--- config.mk ---
export PLATFORM = sky130hd
export DESIGN_NAME = sqp_cell
export DESIGN_NICKNAME = d
export VERILOG_FILES = /design/src/sqp_pkg.sv /design/src/sqp_cell.sv
export SDC_FILE = /design/constraint.sdc
export NUM_CORES = 2
export LEC_CHECK = 0
export CORE_AREA = 2 2 566 568
export DETAILED_ROUTE_END_ITERATION = 8
export DIE_AREA = 0 0 568 570
export DONT_BUFFER_PORTS = 1
export PLACE_DENSITY_LB_ADDON = 0.3
export SETUP_SLACK_MARGIN = 0.2
export SYNTH_ARGS = -nofsm -noshare
export SYNTH_HDL_FRONTEND = slang
export SYNTH_SLANG_ARGS = --single-unit
--- constraint.sdc ---
create_clock -name clock -period 21.8 [get_ports clock]
set_input_delay 3.27 -clock clock [delete_from_list [all_inputs] [get_ports clock]]
set_output_delay 3.27 -clock clock [all_outputs]
set_load 0.03 [all_outputs]
--- src/sqp_pkg.sv ---
`timescale 1ns / 1ps
// ----------------------------------------------------------------------------
// sqp_pkg
// Shared widths, the per-cell transaction record and lane selection for the
// smallest-three quaternion packer.
// ----------------------------------------------------------------------------
package sqp_pkg;

   localparam int COMP_WIDTH = 24;
   localparam int SQ_W       = 2 * COMP_WIDTH;
   localparam int SUM_W      = SQ_W + 2;
   localparam int RS_W       = 22;
   localparam int WIDE       = SQ_W + 24;
   localparam int CODE_W     = 9;
   localparam int NUM_CELLS  = CODE_W;
   localparam int LANES      = 3;
   localparam int POS_W      = 4;
   localparam int OUT_W      = 32;

   // 8 * 511 * 511
   localparam logic [RS_W-1:0] RHS_SCALE = 22'd2088968;

   typedef logic [POS_W-1:0] bit_pos_type;

   typedef struct packed {
      logic                              valid;
      logic                              zero;
      logic [1:0]                        big;
      logic [LANES-1:0]                  sign;
      logic [SUM_W-1:0]                  sumsq;
      logic [LANES-1:0][WIDE-1:0]        rhs;
      logic [LANES-1:0][WIDE-1:0]        acc_a;
      logic [LANES-1:0][WIDE-1:0]        acc_b;
      logic [LANES-1:0][CODE_W-1:0]      code;
   } cell_data_type;

   // lanes carry the remaining components from highest index down
   function automatic logic [1:0] other_index(input logic [1:0] big, input logic [1:0] lane);
      logic [1:0] hi;
      hi = 2'd3 - lane;
      if (hi > big) return hi;
      else return hi - 2'd1;
   endfunction

endpackage

--- src/sqp_cell.sv ---
`timescale 1ns / 1ps
// ----------------------------------------------------------------------------
// sqp_cell
// One bit of the magnitude code for all three lanes: tries the bit, keeps it
// when (2m-1)^2 * S stays within the right-hand side.
// ----------------------------------------------------------------------------
module sqp_cell (
   input  logic                    clock,
   input  logic                    reset,
   input  sqp_pkg::bit_pos_type    bit_pos,
   input  sqp_pkg::cell_data_type  din,
   output sqp_pkg::cell_data_type  dout
);
   import sqp_pkg::*;

   cell_data_type dout_in, dout_ff;

   always_comb begin
      logic [WIDE-1:0] s_ext;
      logic [WIDE-1:0] cand_a;
      logic [WIDE-1:0] cand_b;
      logic [WIDE-1:0] lhs;
      logic [4:0]      sh1;
      logic [4:0]      sh2;
      dout_in = din;
      s_ext   = WIDE'(din.sumsq);
      sh1     = 5'(bit_pos) + 5'd1;
      sh2     = 5'(bit_pos) << 1;
      for (int l = 0; l < LANES; l++) begin
         // S*m and S*m^2 grow by shifts as each bit is taken
         cand_b = din.acc_b[l] + (s_ext << bit_pos);
         cand_a = din.acc_a[l] + (din.acc_b[l] << sh1) + (s_ext << sh2);
         lhs    = (cand_a << 2) - (cand_b << 2) + s_ext;
         if (lhs <= din.rhs[l]) begin
            dout_in.acc_a[l]         = cand_a;
            dout_in.acc_b[l]         = cand_b;
            dout_in.code[l][bit_pos] = 1'b1;
         end
      end
   end

   always_ff @(posedge clock) begin
      if (reset) begin
         dout_ff <= '0;
      end else begin
         dout_ff <= dout_in;
      end
   end

   assign dout = dout_ff;

endmodule

* Word-level counts from Yosys, hierarchy flattened
Cells that the tools add are included.
** Cells by class
- Muxes and demuxes :: 11
- Order comparisons :: 5
- Add/sub/neg operators :: 16
- Bitwise operators :: 3
- Shift operators :: 5
- Reductions and logical operators :: 1
** Operator list (number)
- $add A72 B72 Y72 :: 9
- $mux W72 :: 6
- $add A72 B50 Y72 :: 3
- $le A72 B72 Y1 :: 3
- $shl A72 B5 Y72 :: 3
- $sub A72 B72 Y72 :: 3
- $shl A50 B4 Y72 :: 1
- $shl A50 B5 Y72 :: 1
- $mux W9 :: 3
- $or A9 B9 Y9 :: 3
- $add A4 B1 Y5 const B :: 1
- $lt A4 B5 Y1 const B :: 1
- $demux W1 S4 :: 1
- $ge A4 B1 Y1 const B :: 1
- $logic_and A1 B1 Y1 :: 1
- $mux W1 :: 1
** Storage, ports and cells
- Register bits :: 732
- Word-level logic and storage cells :: 58
- Output and inout bits :: 732
- Bits of input ports :: 738

* Logic depth before layout (Yosys ltp)
- Depth after elaboration :: 8
- Mapped depth :: 63
- Depth with buffers taken out :: 51

* Worst setup path after synthesis
Ideal clock, no wire load.
- Path type :: input-to-reg
- Start point :: input bit_pos[0]
- End point :: register dout_ff, in the netlist dout[362]
- Setup slack :: 5911 ps
- Library setup time :: 128 ps
- Arrival time :: 15761 ps
- Data required time :: 21672 ps
- Buffers on the path :: 14
- Cell stages on the path :: 54
- Cells stage by stage :: buf_2 > buf_2 > inv_1 > clkbuf_1 > clkbuf_1 > buf_1 > ha_1 > buf_2 > buf_1 > clkbuf_1 > buf_2 > buf_1 > mux4_2 > nand2_1 > o21ai_0 > mux2_2 > nand2_1 > o21ai_0 > (+18 left out) > nand4_1 > or4b_1 > a21oi_1 > o21ai_1 > o31ai_1 > xnor3_1 > xor2_1 > ha_1 > nand4_1 > nor2_1 > nand3_1 > nor3_1 > a22oi_1 > nor2_1 > clkbuf_1 > clkbuf_1 > mux2i_1 > nor2_1
** Between the ends
- Longest elaborated chain between the ends :: 8
** RTL lines
- from (decl) :: line sqp_cell.sv:10 : input sqp_pkg::bit_pos_type bit_pos,
- $add A4 B1 Y5 :: line sqp_cell.sv:27 : sh1 = 5'(bit_pos) + 5'd1;
- $shl A72 B5 Y72 :: line sqp_cell.sv:32 : cand_a = din.acc_a[l] + (din.acc_b[l] << sh1) + (s_ext << sh2);
- $add A72 B72 Y72 (2 in a row) :: line sqp_cell.sv:32
- $sub A72 B72 Y72 :: line sqp_cell.sv:33 : lhs = (cand_a << 2) - (cand_b << 2) + s_ext;
- $add A72 B50 Y72 :: line sqp_cell.sv:33
- $le A72 B72 Y1 :: line sqp_cell.sv:34 : if (lhs <= din.rhs[l]) begin
- $mux W72 * :: line sqp_cell.sv:34
- to (signal assigned) :: line sqp_cell.sv:46 : dout_ff <= dout_in;
- to (decl) :: line sqp_cell.sv:16 : cell_data_type dout_in, dout_ff;
Mark *: on every way between the ends. The rest lies on a longest branch, timed or not.
A chain may end at the register's enable or synchronous reset.

* Worst setup path in the final report
- Start point :: input bit_pos[0]
- End point :: register dout_ff, in the netlist dout[395]
Same word-level chain as after synthesis.

==> results.py <==
metrics = {
    "synthesis": {
        "yosysUniqueCellTypes": 108,
        "synth_top_family_by_area": "compound AO/OA/AOI/OAI gates",
        "synthArstFlopShare": 0,
        "syn_avg_cell_area_um2": 7.80,
        "synthMuxAreaShare": 0.0979,
        "syn-cell-area_um2": 89800,
        "synth-simple-area-share": 0.172,
        "synthXorXnorAreaFrac": 0.0627,
        "synth_edf_count": 0,
        "syn_inst": 11505,
        "syn-num-nets": 13504,
        "yosysSeqAreaShare": 0.163,
        "synthAdderAreaFrac": 0.206,
        "synth_compound_area_frac": 0.233,
        "ys.flop_type": "dfxtp_1",
        "synth_warnings": 0,
        "synth_seq_cells": 732,
    },
    "floorplan": {
        "coreArea_um2": 317000,
        "start_util": 0.283,
        "die_w_um": 568,
        "num_io_pins": 1470,
        "die_y_um": 570,
        "placementRows": 207,
        "die_area_um2": 324000,
    },
    "clock_tree": {
        "cts_made_buffers": 105,
        "clockBufferDepth": 4,
        "cts-hold-fix-buffers": 0,
        "cts-root-buf": "clkbuf_16",
        "cts_resized": 0,
        "cts.sinks": 732,
        "cts.htree.levels": 3,
        "post-cts-setup-buffer-count": 0,
        "clkSlewWorstSetupHoldPaths_ps": 60,
        "cts_tree": "built",
    },
    "route": {
        "ant_nets": 1,
        "wire_per_inst_um": 38.2,
        "routed_wl_um": 591000,
        "first_pass_iters": 8,
        "drc": 0,
        "num_vias": 91846,
        "vias_per_cell": 5.93,
        "drt_iter0_drc": 11578,
    },
    "final_layout": {
        "layout.nets": 13086,
        "syn_to_final_growth_pct": 9.11,
        "drive_above_1_share": 0.0624,
        "finish.utilization": 0.309,
        "largest_register_ffs": 732,
    },
    "global_routing": {
        "grtUsageTotal": 0.349,
        "grt-ovfl-total": 0,
        "use_met2": 0.505,
        "gr-usage-met1": 0.435,
        "grt_pass1_vias": 84530,
        "grt_max_degree": 566,
        "grt_pass1_wl_um": 770000,
        "use_met3": 0.125,
        "busiest_layer": "met2",
        "antenna_found_initial": 124,
    },
    "flow_run": {
        "maxCapViolCount": 0,
    },
    "status": {
        "status": "complete, but fails checks",
        "violations": "antenna rules",
    },
    "timing": {
        "min_period_over_period": 0.868,
        "max_freq_ghz": 0.0529,
        "finalHoldViolCount": 0,
        "tns_ps": 0,
        "worstMarginPinSlew_ps": 1340,
        "rsz0062_at_grt": "false",
        "slew_headroom": 0.105,
        "finalMaxSlewViolations": 0,
        "finalSetupViolations": 0,
        "fin_crit_ps": 18910,
    },
    "critical_path": {
        "startpoint_type": "input pin",
        "crit_type": "input pin to register",
        "slowest_delay_ps": 940,
        "crit_fanout": 306,
        "critPathArrivalTime_ps": 19630,
        "worstPathRequired_ps": 22520,
        "cp_slowest_cell": "a21oi_1",
        "endpoint_kind": "register",
    },
    "placement": {
        "routabilityCongestion": 1.06,
        "portBuffers": 0,
        "dpl.hpwl_um": 491000,
    },
    "worst_hold_path": {
        "min_path_type": "input pin to register",
    },
}
logic make-up (layout without fill, tap and decap cells):
family	Yosys count	in the layout
XOR/XNOR	638	638
other	0	151
AO/OA/AOI/OAI	3296	3296
AND/OR/NAND/NOR	3378	3378
buffers and inverters	1541	1203
multiplexers	659	659
adder cells (fa/ha/maj)	1261	1261
flip-flops	732	732
synth_stat cells, types with 176 or more instances:
master | n | area [um2]
mux2i_1 | 459 | 4590
nand2_1 | 996 | 3740
a21oi_1 | 955 | 4780
xor2_1 | 236 | 2070
nand4_1 | 226 | 1410
xnor2_1 | 399 | 3490
dfxtp_1 | 732 | 14700
nand3_1 | 176 | 881
fa_1 | 360 | 7210
inv_1 | 873 | 3280
ha_1 | 901 | 11300
o21ai_0 | 727 | 3640
clkbuf_1 | 528 | 1980
and2_1 | 203 | 1270
nor2_1 | 1213 | 4550
a21o_1 | 611 | 4590
stage by stage:
step | cell area [um2] | worst slack [ps] | hold slack [ps] | std cells
finish | 97900 | 2890 | 2510 | 15498
floorplan | 89800 | 5910 | 3380 | 11505
detailed placement | 93900 | 2550 | 3380 | 15157
global placement | 93900 | 2250 | 3380 | 15157
global route | 97700 | 2470 | 2490 | 15413
CTS | 97500 | 3410 | 2460 | 15344
area by class of cell:
type / instances / area (um2)
tap: 4180 / 5230
inverter: 875 / 3290
multi-input combinational: 9232 / 69700
clock buffer: 125 / 2810
timing repair buffer: 141 / 1180
sequential: 732 / 14700
antenna: 151 / 378
clock inverter: 62 / 728
fill: 34485 / 219000
worst paths after layout:
| kind | slack [ps] | depth (start not counted) | from | endpoint |
|---|---|---|---|---|
| worst min-delay path | 2510 | 2 | din[386] | dout[386] |
| worst max-delay path | 2890 | 47 | bit_pos[0] | dout[395] |
cell usage in the layout (no fill, tap or decap), drive strengths merged, types with 226 or more instances in the layout:
cell type	count
xnor2	399
dfxtp	732
inv	896
xor2	236
nor2	1213
ha	901
fa	360
nand2	996
a21oi	958
a21o	611
nand4	226
mux2i	459
o21ai	761
per-layer routing:
metal	wire length, um	share of wire
met3	72000	0.12
met2	244000	0.41
met4	41800	0.071
met1	233000	0.39
met5	423	0.00072
worst max-delay path, delay by kind of cell:
family                     cells  cell delay, ps
and+or+nand+nor               10            2530
xor gates and xnor gates       2             780
AOI/OAI and AO/OA             22            6610
buffers and inverters          5            2180
adders and majority gates      6            2940
muxes                          2             500
Power is not shown: default switching activity piles up to over one toggle a cycle in this logic, so the estimate is an artifact.
